<file path="src/hdl/urp_pkg.sv">
`timescale 1ns / 1ps
`default_nettype none
// ----------------------------------------------------------------------------
// urp_pkg
// Shared types and constants of the ultrasonic ranger with presence flag.
// ----------------------------------------------------------------------------
package urp_pkg;

	// Timebase: sample beats per millisecond and trigger pulse lengths
	localparam int TICKS_PER_MS = 1000;
	localparam int TRIG_LOW_US  = 5;
	localparam int TRIG_HIGH_US = 10;

	localparam int SUB_W  = $clog2(TICKS_PER_MS + 1);
	localparam int TSC_W  = 4;
	localparam int TIME_W = 32;
	localparam int DIST_W = 16;
	localparam int REM_W  = 9;

	// Distance is ((w / 2) * CM_NUM) / CM_DEN, saturated to DIST_W bits
	localparam int CM_NUM = 100;
	localparam int CM_DEN = 291;
	// Smallest half width whose distance no longer fits in DIST_W bits
	localparam longint SAT_HALF  = ((longint'(1) << DIST_W) * CM_DEN + CM_NUM - 1) / CM_NUM;
	localparam longint SAT_WIDTH = 2 * SAT_HALF;

	typedef enum logic [2:0] {
		PH_IDLE  = 3'd0,
		PH_TLOW  = 3'd1,
		PH_THIGH = 3'd2,
		PH_RISE  = 3'd3,
		PH_FALL  = 3'd4,
		PH_READY = 3'd5
	} urp_phase_t;

	typedef enum logic [7:0] {
		CFG_INTERVAL_MS     = 8'd0,
		CFG_MIN_DISTANCE_CM = 8'd1,
		CFG_HOLD_TIMEOUT_MS = 8'd2,
		CFG_PRESENCE_ENABLE = 8'd3
	} urp_cfg_idx_t;

	typedef struct packed {
		logic [15:0] interval_ms;
		logic [15:0] min_distance_cm;
		logic [23:0] hold_timeout_ms;
		logic        presence_enable;
	} urp_cfg_t;

	typedef struct packed {
		logic echo_level;
		logic read_ack;
	} urp_sample_t;

	typedef struct packed {
		logic              pin_drive_enable;
		logic              trigger_level;
		logic [DIST_W-1:0] distance_cm;
		logic              distance_ready;
		logic              measuring;
		logic              presence;
	} urp_result_t;

	// Echo width tracker control
	typedef struct packed {
		logic start;
		logic advance;
	} urp_trk_ctl_t;

endpackage
`default_nettype wire

</file>
<file path="src/hdl/urp_timebase.sv">
`timescale 1ns / 1ps
`default_nettype none
// ----------------------------------------------------------------------------
// urp_timebase
// Millisecond counter, advanced every TICKS_PER_MS processed sample beats.
// ----------------------------------------------------------------------------
module urp_timebase (
	input  wire logic                        clk,
	input  wire logic                        arst_n,
	input  wire logic                        tick,
	output logic [urp_pkg::TIME_W-1:0]       ms_time
);

	logic [urp_pkg::SUB_W-1:0]  sub_ms_q;
	logic [urp_pkg::TIME_W-1:0] ms_q;

	always_ff @(posedge clk or negedge arst_n) begin
		if (!arst_n) begin
			sub_ms_q <= '0;
			ms_q     <= '0;
		end else if (tick) begin
			if (sub_ms_q == urp_pkg::SUB_W'(urp_pkg::TICKS_PER_MS - 1)) begin
				sub_ms_q <= '0;
				ms_q     <= ms_q + 1'b1;
			end else begin
				sub_ms_q <= sub_ms_q + 1'b1;
			end
		end
	end

	assign ms_time = ms_q;

endmodule
`default_nettype wire

</file>
<file path="src/hdl/urp_width.sv">
`timescale 1ns / 1ps
`default_nettype none
// ----------------------------------------------------------------------------
// urp_width
// Echo pulse width tracker. Counts the width and keeps the distance
// quotient and remainder up to date, one half-width step at a time.
// ----------------------------------------------------------------------------
module urp_width (
	input  wire logic                          clk,
	input  wire logic                          arst_n,
	input  wire urp_pkg::urp_trk_ctl_t         ctl,
	output logic [urp_pkg::DIST_W-1:0]         distance
);

	logic [urp_pkg::TIME_W-1:0] width_q;
	logic [urp_pkg::DIST_W-1:0] quot_q;
	logic [urp_pkg::REM_W-1:0]  rem_q;

	logic [urp_pkg::TIME_W-1:0] width_inc;
	logic [urp_pkg::REM_W:0]    rem_sum;

	assign width_inc = width_q + 1'b1;
	assign rem_sum   = {1'b0, rem_q} + (urp_pkg::REM_W+1)'(urp_pkg::CM_NUM);

	always_ff @(posedge clk or negedge arst_n) begin
		if (!arst_n) begin
			width_q <= '0;
			quot_q  <= '0;
			rem_q   <= '0;
		end else if (ctl.start) begin
			// rise beat: width is one after this beat
			width_q <= urp_pkg::TIME_W'(1);
			quot_q  <= '0;
			rem_q   <= '0;
		end else if (ctl.advance) begin
			width_q <= width_inc;
			if (width_inc == '0) begin
				quot_q <= '0;
				rem_q  <= '0;
			end else if (width_q[0]) begin
				// half width grows by one: add the numerator step
				if (rem_sum >= (urp_pkg::REM_W+1)'(urp_pkg::CM_DEN)) begin
					rem_q <= urp_pkg::REM_W'(rem_sum - (urp_pkg::REM_W+1)'(urp_pkg::CM_DEN));
					if (quot_q != '1) begin
						quot_q <= quot_q + 1'b1;
					end
				end else begin
					rem_q <= urp_pkg::REM_W'(rem_sum);
				end
			end
		end
	end

	assign distance = ({32'd0, width_q} >= 64'(urp_pkg::SAT_WIDTH)) ? '1 : quot_q;

endmodule
`default_nettype wire

</file>
<file path="src/hdl/urp_ctrl.sv">
`timescale 1ns / 1ps
`default_nettype none
// ----------------------------------------------------------------------------
// urp_ctrl
// Trigger and measurement sequencer with presence tracking. Updates its
// state once per processed beat and forms that beat's result.
// ----------------------------------------------------------------------------
module urp_ctrl (
	input  wire logic                          clk,
	input  wire logic                          arst_n,
	input  wire logic                          fire,
	input  wire urp_pkg::urp_sample_t          sample,
	input  wire urp_pkg::urp_cfg_t             cfg,
	input  wire logic [urp_pkg::TIME_W-1:0]    ms_time,
	input  wire logic [urp_pkg::DIST_W-1:0]    distance,
	output urp_pkg::urp_trk_ctl_t              trk_ctl,
	output urp_pkg::urp_result_t               result
);

	urp_pkg::urp_phase_t        phase_q, phase_cur, phase_n;
	logic [urp_pkg::TSC_W-1:0]  tsc_q, tsc_n, tsc_inc;
	logic [urp_pkg::TIME_W-1:0] last_trig_q, last_trig_n;
	logic [urp_pkg::TIME_W-1:0] pres_set_q, pres_set_n;
	logic [urp_pkg::DIST_W-1:0] held_q, held_n;
	logic                       pres_q, pres_n;
	logic                       prev_echo_q;
	logic                       rise, fall;
	logic                       interval_due, hold_expired;

	assign rise    = sample.echo_level && !prev_echo_q;
	assign fall    = !sample.echo_level && prev_echo_q;
	assign tsc_inc = tsc_q + 1'b1;

	assign interval_due = (ms_time - last_trig_q) >= {16'd0, cfg.interval_ms};
	assign hold_expired = (ms_time - pres_set_q) > {8'd0, cfg.hold_timeout_ms};

	always_comb begin
		phase_cur   = phase_q;
		tsc_n       = tsc_q;
		last_trig_n = last_trig_q;
		pres_set_n  = pres_set_q;
		held_n      = held_q;
		pres_n      = pres_q;
		trk_ctl     = '0;

		// acknowledge first, then act on the phase
		if (phase_cur == urp_pkg::PH_READY && sample.read_ack) begin
			phase_cur = urp_pkg::PH_IDLE;
		end
		phase_n = phase_cur;

		unique case (phase_cur)
			urp_pkg::PH_TLOW: begin
				if (tsc_inc >= urp_pkg::TSC_W'(urp_pkg::TRIG_LOW_US)) begin
					phase_n = urp_pkg::PH_THIGH;
					tsc_n   = '0;
				end else begin
					tsc_n = tsc_inc;
				end
			end
			urp_pkg::PH_THIGH: begin
				if (tsc_inc >= urp_pkg::TSC_W'(urp_pkg::TRIG_HIGH_US)) begin
					phase_n = urp_pkg::PH_RISE;
					tsc_n   = '0;
				end else begin
					tsc_n = tsc_inc;
				end
			end
			urp_pkg::PH_RISE: begin
				if (rise) begin
					phase_n       = urp_pkg::PH_FALL;
					trk_ctl.start = fire;
				end
			end
			urp_pkg::PH_FALL: begin
				trk_ctl.advance = fire;
				if (fall) begin
					phase_n = urp_pkg::PH_READY;
					held_n  = distance;
					if (cfg.presence_enable) begin
						if (distance <= cfg.min_distance_cm) begin
							pres_set_n = ms_time;
							pres_n     = 1'b1;
						end else if (hold_expired) begin
							pres_n = 1'b0;
						end
					end
				end
			end
			default: begin
				// idle or ready: start a new trigger once the interval is up
				if (interval_due) begin
					last_trig_n = ms_time;
					phase_n     = urp_pkg::PH_TLOW;
					tsc_n       = '0;
				end
			end
		endcase

		result.pin_drive_enable = (phase_n == urp_pkg::PH_TLOW) ||
		                          (phase_n == urp_pkg::PH_THIGH);
		result.trigger_level    = (phase_n == urp_pkg::PH_THIGH);
		result.distance_cm      = held_n;
		result.distance_ready   = (phase_n == urp_pkg::PH_READY);
		result.measuring        = (phase_n == urp_pkg::PH_RISE) ||
		                          (phase_n == urp_pkg::PH_FALL);
		result.presence         = pres_n;
	end

	always_ff @(posedge clk or negedge arst_n) begin
		if (!arst_n) begin
			phase_q     <= urp_pkg::PH_IDLE;
			tsc_q       <= '0;
			last_trig_q <= '0;
			pres_set_q  <= '0;
			held_q      <= '0;
			pres_q      <= 1'b0;
			prev_echo_q <= 1'b0;
		end else if (fire) begin
			phase_q     <= phase_n;
			tsc_q       <= tsc_n;
			last_trig_q <= last_trig_n;
			pres_set_q  <= pres_set_n;
			held_q      <= held_n;
			pres_q      <= pres_n;
			prev_echo_q <= sample.echo_level;
		end
	end

endmodule
`default_nettype wire

</file>
<file path="src/hdl/ultrasonic_ranger_presence_unit.sv">
`timescale 1ns / 1ps
`default_nettype none
// ----------------------------------------------------------------------------
// ultrasonic_ranger_presence_unit
// Ultrasonic echo ranger: trigger pulse generation, echo width to distance
// conversion and a presence flag with hold time. One sample beat per
// microsecond in, one result beat per sample out.
//
//   channel  signals                              beat
//   sample   sample_valid / sample_stall / sample  echo level, read ack
//   result   result_valid / result_stall / result  pin drive, distance, flags
//   cfg      cfg_valid / cfg_ready / cfg_index     one register write
//
// From sample accept to result valid: input register, then the sequencer
// logic into the result register. One sample per cycle sustained while
// the result does not stall; sequencer state updates with each result.
// Reset puts the sequencer in idle, zeroes all timers and loads the
// register defaults. A stalled result holds the input register, and the
// sample channel stalls only when both registers are occupied.
// ----------------------------------------------------------------------------
module ultrasonic_ranger_presence_unit (
	input  wire logic                   clk,
	input  wire logic                   arst_n,
	input  wire logic                   sample_valid,
	output logic                        sample_stall,
	input  wire urp_pkg::urp_sample_t   sample,
	output logic                        result_valid,
	input  wire logic                   result_stall,
	output urp_pkg::urp_result_t        result,
	input  wire logic                   cfg_valid,
	output logic                        cfg_ready,
	input  wire logic [7:0]             cfg_index,
	input  wire logic [23:0]            cfg_data
);

	urp_pkg::urp_cfg_t                  cfg_q;
	urp_pkg::urp_sample_t               sample_s1;
	logic                               valid_s1;
	urp_pkg::urp_result_t               result_s2;
	logic                               valid_s2;
	urp_pkg::urp_result_t               result_d;
	urp_pkg::urp_trk_ctl_t              trk_ctl;
	logic [urp_pkg::TIME_W-1:0]         ms_time;
	logic [urp_pkg::DIST_W-1:0]         distance;
	logic                               fire;
	logic                               take_in;

	assign cfg_ready = 1'b1;

	always_ff @(posedge clk or negedge arst_n) begin
		if (!arst_n) begin
			cfg_q.interval_ms     <= 16'd60;
			cfg_q.min_distance_cm <= '0;
			cfg_q.hold_timeout_ms <= '0;
			cfg_q.presence_enable <= 1'b0;
		end else if (cfg_valid && cfg_ready) begin
			unique case (cfg_index)
				urp_pkg::CFG_INTERVAL_MS:     cfg_q.interval_ms     <= cfg_data[15:0];
				urp_pkg::CFG_MIN_DISTANCE_CM: cfg_q.min_distance_cm <= cfg_data[15:0];
				urp_pkg::CFG_HOLD_TIMEOUT_MS: cfg_q.hold_timeout_ms <= cfg_data;
				urp_pkg::CFG_PRESENCE_ENABLE: cfg_q.presence_enable <= cfg_data[0];
				default: begin
					// drop writes beyond the register list
				end
			endcase
		end
	end

	// Advance the input register into the result register when it is free
	assign fire         = valid_s1 && (!valid_s2 || !result_stall);
	assign sample_stall = valid_s1 && !fire;
	assign take_in      = sample_valid && !sample_stall;

	always_ff @(posedge clk or negedge arst_n) begin
		if (!arst_n) begin
			valid_s1 <= 1'b0;
			valid_s2 <= 1'b0;
		end else begin
			if (take_in) begin
				valid_s1 <= 1'b1;
			end else if (fire) begin
				valid_s1 <= 1'b0;
			end
			if (fire) begin
				valid_s2 <= 1'b1;
			end else if (!result_stall) begin
				valid_s2 <= 1'b0;
			end
		end
	end

	always_ff @(posedge clk) begin
		if (take_in) begin
			sample_s1 <= sample;
		end
		if (fire) begin
			result_s2 <= result_d;
		end
	end

	urp_timebase u_timebase (
		.clk     (clk),
		.arst_n  (arst_n),
		.tick    (fire),
		.ms_time (ms_time)
	);

	urp_width u_width (
		.clk      (clk),
		.arst_n   (arst_n),
		.ctl      (trk_ctl),
		.distance (distance)
	);

	urp_ctrl u_ctrl (
		.clk      (clk),
		.arst_n   (arst_n),
		.fire     (fire),
		.sample   (sample_s1),
		.cfg      (cfg_q),
		.ms_time  (ms_time),
		.distance (distance),
		.trk_ctl  (trk_ctl),
		.result   (result_d)
	);

	assign result_valid = valid_s2;
	assign result       = result_s2;

endmodule
`default_nettype wire
</file>
<file path="config.mk">
export PLATFORM = sky130hd
export DESIGN_NAME = ultrasonic_ranger_presence_unit
export DESIGN_NICKNAME = d
export VERILOG_FILES = /design/src/hdl/urp_pkg.sv /design/src/hdl/urp_timebase.sv /design/src/hdl/urp_width.sv /design/src/hdl/urp_ctrl.sv /design/src/hdl/ultrasonic_ranger_presence_unit.sv
export SDC_FILE = /design/constraint.sdc
export NUM_CORES = 1
export LEC_CHECK = 0
export BUFFER_PORTS_ARGS = -buffer_cell sky130_fd_sc_hd__buf_4
export CAP_MARGIN = 20
export CORE_MARGIN = 3
export CORE_UTILIZATION = 57
export CTS_CLUSTER_SIZE = 24
export DETAILED_ROUTE_END_ITERATION = 7
export GPL_TIMING_DRIVEN = 0
export PLACE_DENSITY_LB_ADDON = 0.12
export RECOVER_POWER = 50
export SLEW_MARGIN = 40
export SYNTH_ARGS = -nofsm -noshare
export SYNTH_HDL_FRONTEND = slang
export SYNTH_SLANG_ARGS = --single-unit
</file>
<file path="constraint.sdc">
create_clock -name clk -period 4.6 [get_ports clk]
set_clock_uncertainty 0.15 [all_clocks]
set_input_delay 0.69 -clock clk [delete_from_list [all_inputs] [get_ports clk]]
set_output_delay 0.69 -clock clk [all_outputs]
set_load 0.01 [all_outputs]
</file>
# Word level (Yosys, flattened, before mapping)
# Index checks and enable logic that the tools add are counted.
# word_totals
regBits	270
word_cells	135
# op_classes
add_sub_neg	9
eq_ne	16
n_mux	40
n_reduce_logical	35
bitwise	2
order_cmp	7
# ops
op	count
16-bit 2-to-1 mux	9
32-bit by 1-bit adder with 32-bit output, second input constant	2
32-bit 2-to-1 mux	2
32-bit subtractor	2
9-bit 2-to-1 mux	5
32-bit by 16-bit greater-or-equal comparator with 1-bit output	1
32-bit by 19-bit greater-or-equal comparator with 1-bit output, second input constant	1
32-bit by 24-bit > comparator with 1-bit output	1
32-bit zero test	1
3-bit 2-to-1 mux	6
16-bit by 1-bit adder with 16-bit output, second input constant	1
8-bit by 2-bit == test with 1-bit output, second input constant	2
16-bit less-or-equal comparator	1
16-bit != test, second input constant	1
3-bit by 2-bit == test with 1-bit output, second input constant	4
3-bit == test, second input constant	4
1-bit 2-to-1 mux	12
4-bit 2-to-1 mux	3
3-bit one-hot mux with 4 select lines	1
4-bit one-hot mux with 3 select lines	1
2-bit AND reduction	6
3-bit nonzero test	4
10-bit by 1-bit adder with 10-bit output, second input constant	1
9-bit by 7-bit adder with 10-bit output, second input constant	1
21 further kinds	37

# Longest topological paths before layout
# Gate-level depths: netlist of run 1.
# logic_depth
ltp_word	8
depth_mapped	25
depth_no_buf	25

# By module
# From an unflattened synthesis of run 1, not the netlist that was laid out.
# unflattened
cells_unflattened	1986
area_unflattened_um2	18829.3
# by_module_without_submodules
mod	seq_area_each_um2	area_each_um2	cells_each	n_inst
urp_ctrl	2227.1	9300.2	1108	1
urp_width	1426.4	4460.5	530	1
ultrasonic_ranger_presence_unit	2172.1	2996.6	158	1
urp_timebase	1051.0	2072.0	190	1

# Least setup slack after synthesis of run 1
# No wires, ideal clock.
# synth_timing
path_type	register -> register
start	reg u_timebase.ms_q (netlist bit u_timebase.ms_time[0])
end	reg result_s2 (netlist bit result[1]) (data pin)
path_buffers	0
path_stages_with_launch	22
slack_ns	-0.282
setup_time_ns	0.146
t_arrival_ns	4.585
path_cell_list	dfrtp_1 -> inv_1 -> ha_1 -> inv_1 -> fa_1 -> a211oi_1 -> o21ai_0 -> a31oi_1 -> nor2_1 -> nor2_1 -> xnor2_1 -> ha_1 -> a21o_1 -> a211oi_1 -> o21ai_0 -> nor3b_1 -> nand3_1 -> a2111o_1 -> a2111oi_0 -> a31oi_1 -> or3_1 -> a21boi_1
# synth_lines
element	line_no	rtl
start, declared	urp_timebase.sv:15	logic [urp_pkg::TIME_W-1:0] ms_q;
start signal, assigned	urp_timebase.sv:24	ms_q <= ms_q + 1'b1;
end signal, assigned	ultrasonic_ranger_presence_unit.sv:97	result_s2 <= result_d;
end, declared	ultrasonic_ranger_presence_unit.sv:39	urp_pkg::urp_result_t result_s2;

# Worst setup path in the final report of run 1
# layout_timing
start	reg u_timebase.ms_q (netlist bit u_timebase.ms_time[0])
end	reg u_ctrl.last_trig_q[24] (netlist bit)
# layout_via
elab_chain_len	3
# layout_rtl
element	line_no	rtl
32-bit subtractor	urp_ctrl.sv:34	assign interval_due = (ms_time - last_trig_q) >= {16'd0, cfg.interval_ms};
32-bit by 16-bit greater-or-equal comparator with 1-bit output	urp_ctrl.sv:34	
3-bit AND reduction (no source line)	-	
end signal, assigned	urp_ctrl.sv:122	last_trig_q <= last_trig_n;
end, declared	urp_ctrl.sv:22	logic [urp_pkg::TIME_W-1:0] last_trig_q, last_trig_n;
# Every way passes these cells.
# A chain may end at the register's enable or synchronous reset.

==> metrics.log, run 1 <==
INFO  metric syn_inst = 1,980
INFO  metric grt.overflow.total = 0
INFO  metric ioPinCount = 63
INFO  metric status = finished, violations left
INFO  metric clock_insertion_delay_at_the_later_pin_of_the_skew_report = 0.56 ns
INFO  metric die_width = 182.1 µm
INFO  metric cp_class = reg -> reg
INFO  metric detail-route-antenna-nets = 0
INFO  metric power.sequential.fraction = 41.5%
INFO  metric power_density = 323.5 nW/µm²
INFO  metric route.detailed.drc = 0
INFO  metric cp.required = 4.88 ns
INFO  metric drive_gt1_share = 16.79%
INFO  metric endpoint_kind = flop
INFO  metric crit_chain = inv_2 > ha_4 > inv_2 > fa_2 > a211oi_4 > nor2_2 > o21a_1 > nor2_2 > xnor2_1 > ha_1 > and3_4 > a221o_1 > a31oi_4 > nor4_4 > nor3b_2 > nand3_1 > nand4bb_1 > nor4_1 > and4bb_2 > or3_4 > buf_12 > buf_12 > buf_8 > mux2_4
INFO  metric register_bit_total_from_synthesis = 270
INFO  metric die-area = 33,150 µm²
INFO  metric min_to = valid_s1$_DFFE_PN0P_
INFO  metric buffer_ports.inserted = 61
INFO  metric start_util = 58.68%
INFO  metric reg2regPathDepth = 24
INFO  metric setup_slack = -0.4461 ns
INFO  metric via_count = 15,130
INFO  metric cts_sinks = 270
INFO  metric setup_slack_of_the_worst_register_to_register_path = -0.45 ns
INFO  metric crit_fanout = 5
INFO  metric failed_checks = capacitance limit, slew limit, setup timing
INFO  metric internal_power = 4.813 mW
INFO  metric dr.first_iter.drc_count = 1,002
INFO  metric dieHeight = 182.1 µm
INFO  metric static-leakage-power = 9.937 nW
INFO  metric clockPowerShare = 39.2%
INFO  metric rows = 63
INFO  metric grt_usage = 27.21%
INFO  metric setup-violations-final = 44
INFO  metric detail_route.wirelength = 45.35 mm
INFO  metric synthesis.area_per_instance = 8.923 µm²
INFO  metric areaGrowthSynthToFinish = 17.50%
INFO  metric gpl.final_weighted_congestion = 0.9088
INFO  metric clock_tree_from_tritoncts = done
INFO  metric grt_setup_unrepaired = true
INFO  metric route.detailed.wl_per_inst = 17.90 µm
INFO  metric grt_max_degree = 70
INFO  metric cp_data_arrival_time = 5.33 ns
INFO  metric critical-path-slowest-cell = dfrtp_1
INFO  metric number_of_global_route_vias_before_repair = 15,180
INFO  metric timing.max_cap.violations = 1
INFO  metric synth_async_sr_flop_share = 91.48%
INFO  metric hold_slack = 0.1828 ns
INFO  metric sw_frac_of_total = 28.33%
INFO  metric vdd.ir_drop.worst = 0.0002767 V
INFO  metric min_path_type = in -> reg
INFO  metric timing.rr.end = u_ctrl.last_trig_q[24]$_DFFE_PN0P_
INFO  metric hold_start = sample_valid
INFO  metric place_hpwl = 32.57 mm
INFO  metric h_tree_depth_reported_by_cts = 1
INFO  metric firstDrtPassIters = 5
INFO  metric fin_crit_sh = 109.7%
INFO  metric number_of_cells_on_the_worst_hold_path = 2
INFO  metric numCtsBuffers = 30
INFO  metric clk_pin_slew_worst_paths = 0.06 ns
INFO  metric synth_enable_flop_cells = 23
INFO  metric slew_limit_fails = 63
INFO  metric synth.yosys.seq_area_share = 38.92%
INFO  metric first_pass_grt_wire_length = 75.42 mm
INFO  metric number_of_nets_in_the_final_layout = 2,290
INFO  metric rr_startpoint = u_timebase.ms_time[0]$_DFFE_PN0P_
INFO  metric synthesis.nets = 2,150
INFO  metric maximum_cell_stage_delay_along_the_critical_path = 0.40 ns
INFO  metric maxClockFrequency = 0.1982 GHz
INFO  metric cts_buffer_depth = 3
INFO  metric final.min_clock_period = 5.046 ns
INFO  metric clk_root_buffer_cell = clkbuf_16
INFO  metric slew_headroom = -130.4%
INFO  metric finalHoldViolCount = 0
INFO  metric synthFlopType = dfrtp_1
INFO  metric n_antenna_cell = 0
INFO  metric switching_power = 1.902 mW
INFO  metric avgViaCountPerCell = 5.970
INFO  metric critPathLaunchType = flop
INFO  metric netlist_area = 17,670 µm²
INFO  metric warnings_from_yosys = 0
INFO  metric number_of_antenna_violations_at_the_first_check_in_global_routing = 0
INFO  metric core_area = 30,110 µm²
INFO  metric totalPowerFinal = 6.715 mW
INFO  metric post_synth_num_cell_types = 83
INFO  metric power.share.combinational = 19.2%
INFO  metric worst_pin_slew = 3.457 ns
[worst max-delay path, delay by kind of cell, from the launching register on]
| family | cells | cell delay (ns) |
|---|---|---|
| simple gates | 10 | 1.54 |
| buf+inv | 5 | 0.52 |
| xor+xnor | 1 | 0.13 |
| flops | 1 | 0.40 |
| mux | 1 | 0.30 |
| fa+ha+maj | 3 | 0.77 |
| compound gates | 4 | 1.09 |
[worst max-delay path by stage]
stage	startpoint	endpoint	slack, ns	cells past startpoint
6_report	u_timebase.ms_time[0]$_DFFE_PN0P_	u_ctrl.last_trig_q[24]$_DFFE_PN0P_	-0.45	24
2_1_floorplan	u_timebase.ms_time[0]$_DFFE_PN0P_	u_ctrl.last_trig_q[10]$_DFFE_PN0P_	-0.01	23
3_3_place_gp	u_width.width_q[27]$_DFFE_PN0P_	u_ctrl.pres_set_q[25]$_DFFE_PN0P_	-1.50	20
4_1_cts	u_timebase.ms_time[0]$_DFFE_PN0P_	u_ctrl.last_trig_q[24]$_DFFE_PN0P_	-0.33	24
3_5_place_dp	u_timebase.ms_time[0]$_DFFE_PN0P_	result[0]$_DFFE_PP_	-1.04	24
5_1_grt	u_timebase.ms_time[1]$_DFFE_PN0P_	u_ctrl.last_trig_q[21]$_DFFE_PN0P_	-0.70	24
[per-layer routing]
metal	wire, µm	vias up	part of all wire (%)	global-route usage, %
li1	-	7300	-	-
met1	19890	7340	44	35.73
met2	21900	381	48	46.93
met3	1905	108	4.2	2.930
met4	1652	0	3.6	9.628
met5	0	-	0	0
[area by class of cell]
cell class	count	area, µm²
multi-input cells	1466	10400
fillers	2354	9351
flip-flops and latches	270	6889
repair buffers	112	887.1
clock buffers	39	835.8
inverters	169	634.4
well taps	390	488.0
plain buffers	71	360.3
clock inverters	17	261.5
[cell usage after synthesis (23+ instances only)]
cell / instances / area, µm²
inv_1: 169 / 634.4
mux2_2: 97 / 1092
nand2_1: 201 / 754.5
nor3_1: 26 / 130.1
nand3_1: 62 / 310.3
xnor2_1: 60 / 525.5
and3_1: 39 / 244.0
nor2_1: 133 / 499.2
a21o_1: 39 / 292.8
edfxtp_1: 23 / 690.7
dfrtp_1: 243 / 6081
clkbuf_1: 54 / 202.7
ha_1: 129 / 1614
o21ai_0: 167 / 835.8
nand4_1: 41 / 256.5
a21oi_1: 120 / 600.6
xor2_1: 40 / 350.3
[sequential cells by signal, summed over array words and instances, names as in the netlist, 10 cells and up]
register             flops
u_ctrl.last_trig_q      32
u_width.quot_q          16
u_ctrl.held_q           16
u_timebase.ms_time      32
result                  21
u_ctrl.pres_set_q       32
cfg_q                   57
u_timebase.sub_ms_q     10
u_width.width_q         32
[kinds of logic (layout without fill, tap and decap cells)]
logic type,after synthesis,after routing,synth area share [%]
and+or+nand+nor,631,631,17.56
xor gates and xnor gates,100,100,4.957
adders and majority gates,131,131,9.362
muxes,103,103,6.522
DFF,270,270,38.92
buffers and inverters,244,408,5.417
other,1,1,0.02122
AOI/OAI and AO/OA,500,500,17.24
[power by group through the flow]
stage	combinational, mW	clock, mW	sequential (mW)
2_1_floorplan	0.794	0	2.81
3_3_place_gp	1.15	0	2.81
3_5_place_dp	1.21	0	2.82
4_1_cts	1.30	2.69	2.79
5_1_grt	1.43	2.79	2.81
6_report	1.29	2.64	2.79
[layout by cell type (no fill, tap or decap), types with 15 or more instances in the layout]
cell type	instances
mux2_4	31
a31oi_1	15
o31ai_1	18
nand4_1	41
a21o_1	39
a21oi_1	117
xnor2_1	60
clkbuf_16	32
nor2b_1	18
ha_1	120
dfrtp_1	233
xor2_1	40
and3_1	38
mux2_2	66
nand2_1	199
nand2b_1	21
clkbuf_1	73
edfxtp_1	23
nor2_1	126
inv_1	165
o21ai_0	160
o21ai_1	24
nor3_1	22
o21a_1	21
buf_4	77
nand3_1	59
[repair_timing]
action,4_1_cts,5_1_grt
hold endpoints to repair,60,0
endpoints found under the setup margin,76,77
pin swaps,50,31
buffers inserted,38,7
gates cloned,2,1
hold buffers,1,0
resized for setup,105,48
[stage by stage]
step           setup TNS, ns  area [µm²]  utilization [%]  instances  worst slack (ns)
2_1_floorplan        -0.3654       17680                -       1980          -0.01218
3_3_place_gp          -73.30       18630            61.86       2431            -1.503
3_5_place_dp          -42.16       18780            62.37       2436            -1.042
4_1_cts               -11.37       20710            68.77       2533           -0.3308
5_1_grt              -109.49       20760            68.94       2534           -0.6953
6_report              -15.50       20760            68.94       2534           -0.4461
Note: power is estimated with default switching activity, not from simulation.
==> inputs of run 2 (changes only) <==
CORE_UTILIZATION = 60   (was 57)
clock period = 6.1 ns   (was 4.6 ns; I/O delays follow)
==> metrics.log, run 2 (synthesis results as in run 1) <==
INFO  metric status = finished, violations left
INFO  metric failed_checks = capacitance limit, slew limit
INFO  metric drive_gt1_share = 11.14%
INFO  metric gpl.final_weighted_congestion = 0.9960
INFO  metric place_hpwl = 32.00 mm
INFO  metric number_of_nets_in_the_final_layout = 2,248
INFO  metric numCtsBuffers = 30
INFO  metric cts_sinks = 270
INFO  metric h_tree_depth_reported_by_cts = 1
INFO  metric dr.first_iter.drc_count = 978
INFO  metric reg2regPathDepth = 24
INFO  metric dieHeight = 177.6 µm
INFO  metric clock_insertion_delay_at_the_later_pin_of_the_skew_report = 0.55 ns
INFO  metric timing.rr.end = result[0]$_DFFE_PP_
INFO  metric largest_reg_flops = 57
INFO  metric finish.instance_area = 19,690 µm²
INFO  metric cp_class = reg -> reg
INFO  metric rows = 62
INFO  metric rr_startpoint = u_timebase.ms_time[0]$_DFFE_PN0P_
INFO  metric finalSetupTns = 0 ns
INFO  metric final_cell_mix = 243 x dfrtp_1, 201 x nand2_1, 169 x inv_1
INFO  metric buffer_ports.inserted = 61
INFO  metric number_of_global_route_vias_before_repair = 14,550
INFO  metric timing.max_cap.violations = 2
INFO  metric hold_start = cfg_q[24]$_DFFE_PN0P_
INFO  metric hold_slack = 0.3527 ns
INFO  metric slew_headroom = -113.8%
INFO  metric final.fill_count = 2,320
INFO  metric clk_pin_slew_worst_paths = 0.06 ns
INFO  metric endpoint_kind = flop
INFO  metric setup-violations-final = 0
INFO  metric static-leakage-power = 9.459 nW
INFO  metric number_of_antenna_violations_at_the_first_check_in_global_routing = 0
INFO  metric route.detailed.drc = 0
INFO  metric cp.required = 6.36 ns
INFO  metric crit_fanout = 5
INFO  metric first_pass_grt_wire_length = 70.80 mm
INFO  metric via_count = 14,860
INFO  metric n_antenna_cell = 0
INFO  metric totalPowerFinal = 4.914 mW
INFO  metric post_cts.repair.setup_buffers = 0
INFO  metric fin_crit_sh = 93.88%
INFO  metric clock_tree_from_tritoncts = done
INFO  metric slew_limit_fails = 125
INFO  metric ioPinCount = 63
INFO  metric power_density = 249.6 nW/µm²
INFO  metric die-area = 31,540 µm²
INFO  metric grt.overflow.total = 0
INFO  metric detail-route-antenna-nets = 0
INFO  metric placed_area = 18,760 µm²
INFO  metric layout_commonest_cell = dfrtp_1
INFO  metric grt_setup_unrepaired = false
INFO  metric start_util = 61.23%
INFO  metric cts_buffer_depth = 3
INFO  metric post_layout_nonfiller_instances = 2,485
INFO  metric placed_cells_incl_taps = 2,430
INFO  metric detail_route.wirelength = 43.20 mm
INFO  metric die_width = 177.6 µm
INFO  metric grt_usage = 27.36%
INFO  metric critical-path-slowest-cell = nor3_1
INFO  metric critical-path-top-cell-by-count = a21o_1
INFO  metric firstDrtPassIters = 5
INFO  metric setup_slack_of_the_worst_register_to_register_path = 0.37 ns
INFO  metric number_of_cells_on_the_worst_hold_path = 1
INFO  metric areaGrowthSynthToFinish = 11.44%
INFO  metric worst_pin_slew = 3.208 ns
INFO  metric final.min_clock_period = 5.727 ns
INFO  metric vdd.ir_drop.worst = 0.0002096 V
INFO  metric finalHoldViolCount = 0
INFO  metric hold_bufs_at_cts = 0
INFO  metric grt_max_degree = 66
INFO  metric critPathLaunchType = flop
INFO  metric min_to = cfg_q[24]$_DFFE_PN0P_
INFO  metric cp_data_arrival_time = 5.98 ns
INFO  metric route.detailed.wl_per_inst = 17.39 µm
INFO  metric min_path_type = reg -> reg
INFO  metric registers.top_by_ff_count = cfg_q
INFO  metric maximum_cell_stage_delay_along_the_critical_path = 0.46 ns
INFO  metric core_area = 28,860 µm²
INFO  metric avgViaCountPerCell = 5.981
INFO  metric crit_chain = inv_1 > ha_1 > inv_1 > fa_1 > a21o_1 > a21oi_1 > o21a_1 > nor3b_1 > o21ai_0 > nand2b_1 > a21o_1 > a21o_1 > a21o_1 > a21oi_1 > xnor2_1 > ha_1 > nand4_1 > nor3_1 > nand3_1 > nor3_1 > o211ai_1 > nor4_1 > nand4_1 > nand2_1
INFO  metric clk_root_buffer_cell = clkbuf_16
INFO  metric maxClockFrequency = 0.1746 GHz
run 2: changes by cell type in the layout (fill, tap and decap cells not counted), sizes merged:
cell / before / now
buf: 101 / 55
clkbuf: 120 / 129
clkinv: 8 / 4
bufinv: 7 / 5
clkinvlp: 2 / 3
dlygate4sd3: 1 / 0
run 2: area by class of cell:
cell class	instances	area, µm²	share of cell area [%]
Buffer	75	324.1	1.646
Timing Repair Buffer	66	444.2	2.256
Tap cell	384	480.5	2.440
Multi-Input combinational cell	1466	9869	50.12
Clock inverter	12	200.2	1.017
Clock buffer	43	860.8	4.372
Sequential cell	270	6877	34.92
Inverter	169	634.4	3.222
run 2: worst max path at each step:
| stage | start | slack, ns | end | cells past startpoint |
|---|---|---|---|---|
| 2_1_floorplan | u_timebase.ms_time[0]$_DFFE_PN0P_ | 1.22 | result[1]$_DFFE_PP_ | 21 |
| 3_3_place_gp | u_width.width_q[27]$_DFFE_PN0P_ | 0.02 | u_ctrl.pres_set_q[25]$_DFFE_PN0P_ | 20 |
| 3_5_place_dp | u_timebase.ms_time[0]$_DFFE_PN0P_ | 0.23 | result[1]$_DFFE_PP_ | 21 |
| 4_1_cts | u_timebase.ms_time[0]$_DFFE_PN0P_ | 0.20 | result[1]$_DFFE_PP_ | 21 |
| 5_1_grt | u_timebase.ms_time[0]$_DFFE_PN0P_ | 0.08 | result[0]$_DFFE_PP_ | 24 |
| 6_report | u_timebase.ms_time[0]$_DFFE_PN0P_ | 0.37 | result[0]$_DFFE_PP_ | 24 |
run 2: what timing repair did:
action | CTS | global route
endpoints found under the hold margin | 0 | 0
gates resized for setup | 0 | 1
endpoints found under the setup margin | 0 | 2
run 2: worst max-delay path, delay by kind of cell, from the launching register on:
family          cells  cell delay, ns
simple gates        9            2.08
compound gates      9            1.73
fa+ha+maj           3            0.90
buf+inv             2            0.21
xor+xnor            1            0.10
flops               1            0.42
run 2: per-layer routing:
| metal | track usage, % | part of all wire, % |
|---|---|---|
| met1 | 35.26 | 43 |
| met2 | 48.16 | 49 |
| met3 | 3.059 | 4.6 |
| met4 | 8.901 | 3.2 |
| met5 | 0 | 0 |
run 2: per-stage QoR:
step / setup WS (ns) / utilization, %
finish: 0.3733 / 68.23
global route: 0.07601 / 68.23
CTS: 0.1958 / 68.69
detailed placement: 0.2327 / 65.01
global placement: 0.01996 / 64.48
floorplan: 1.218 / -
run 2: where the power goes:
part | switching, mW | internal [mW]
Sequential | 0.107 | 1.99
Combinational | 0.547 | 0.341
Clock | 0.738 | 1.19
Total | 1.39 | 3.52
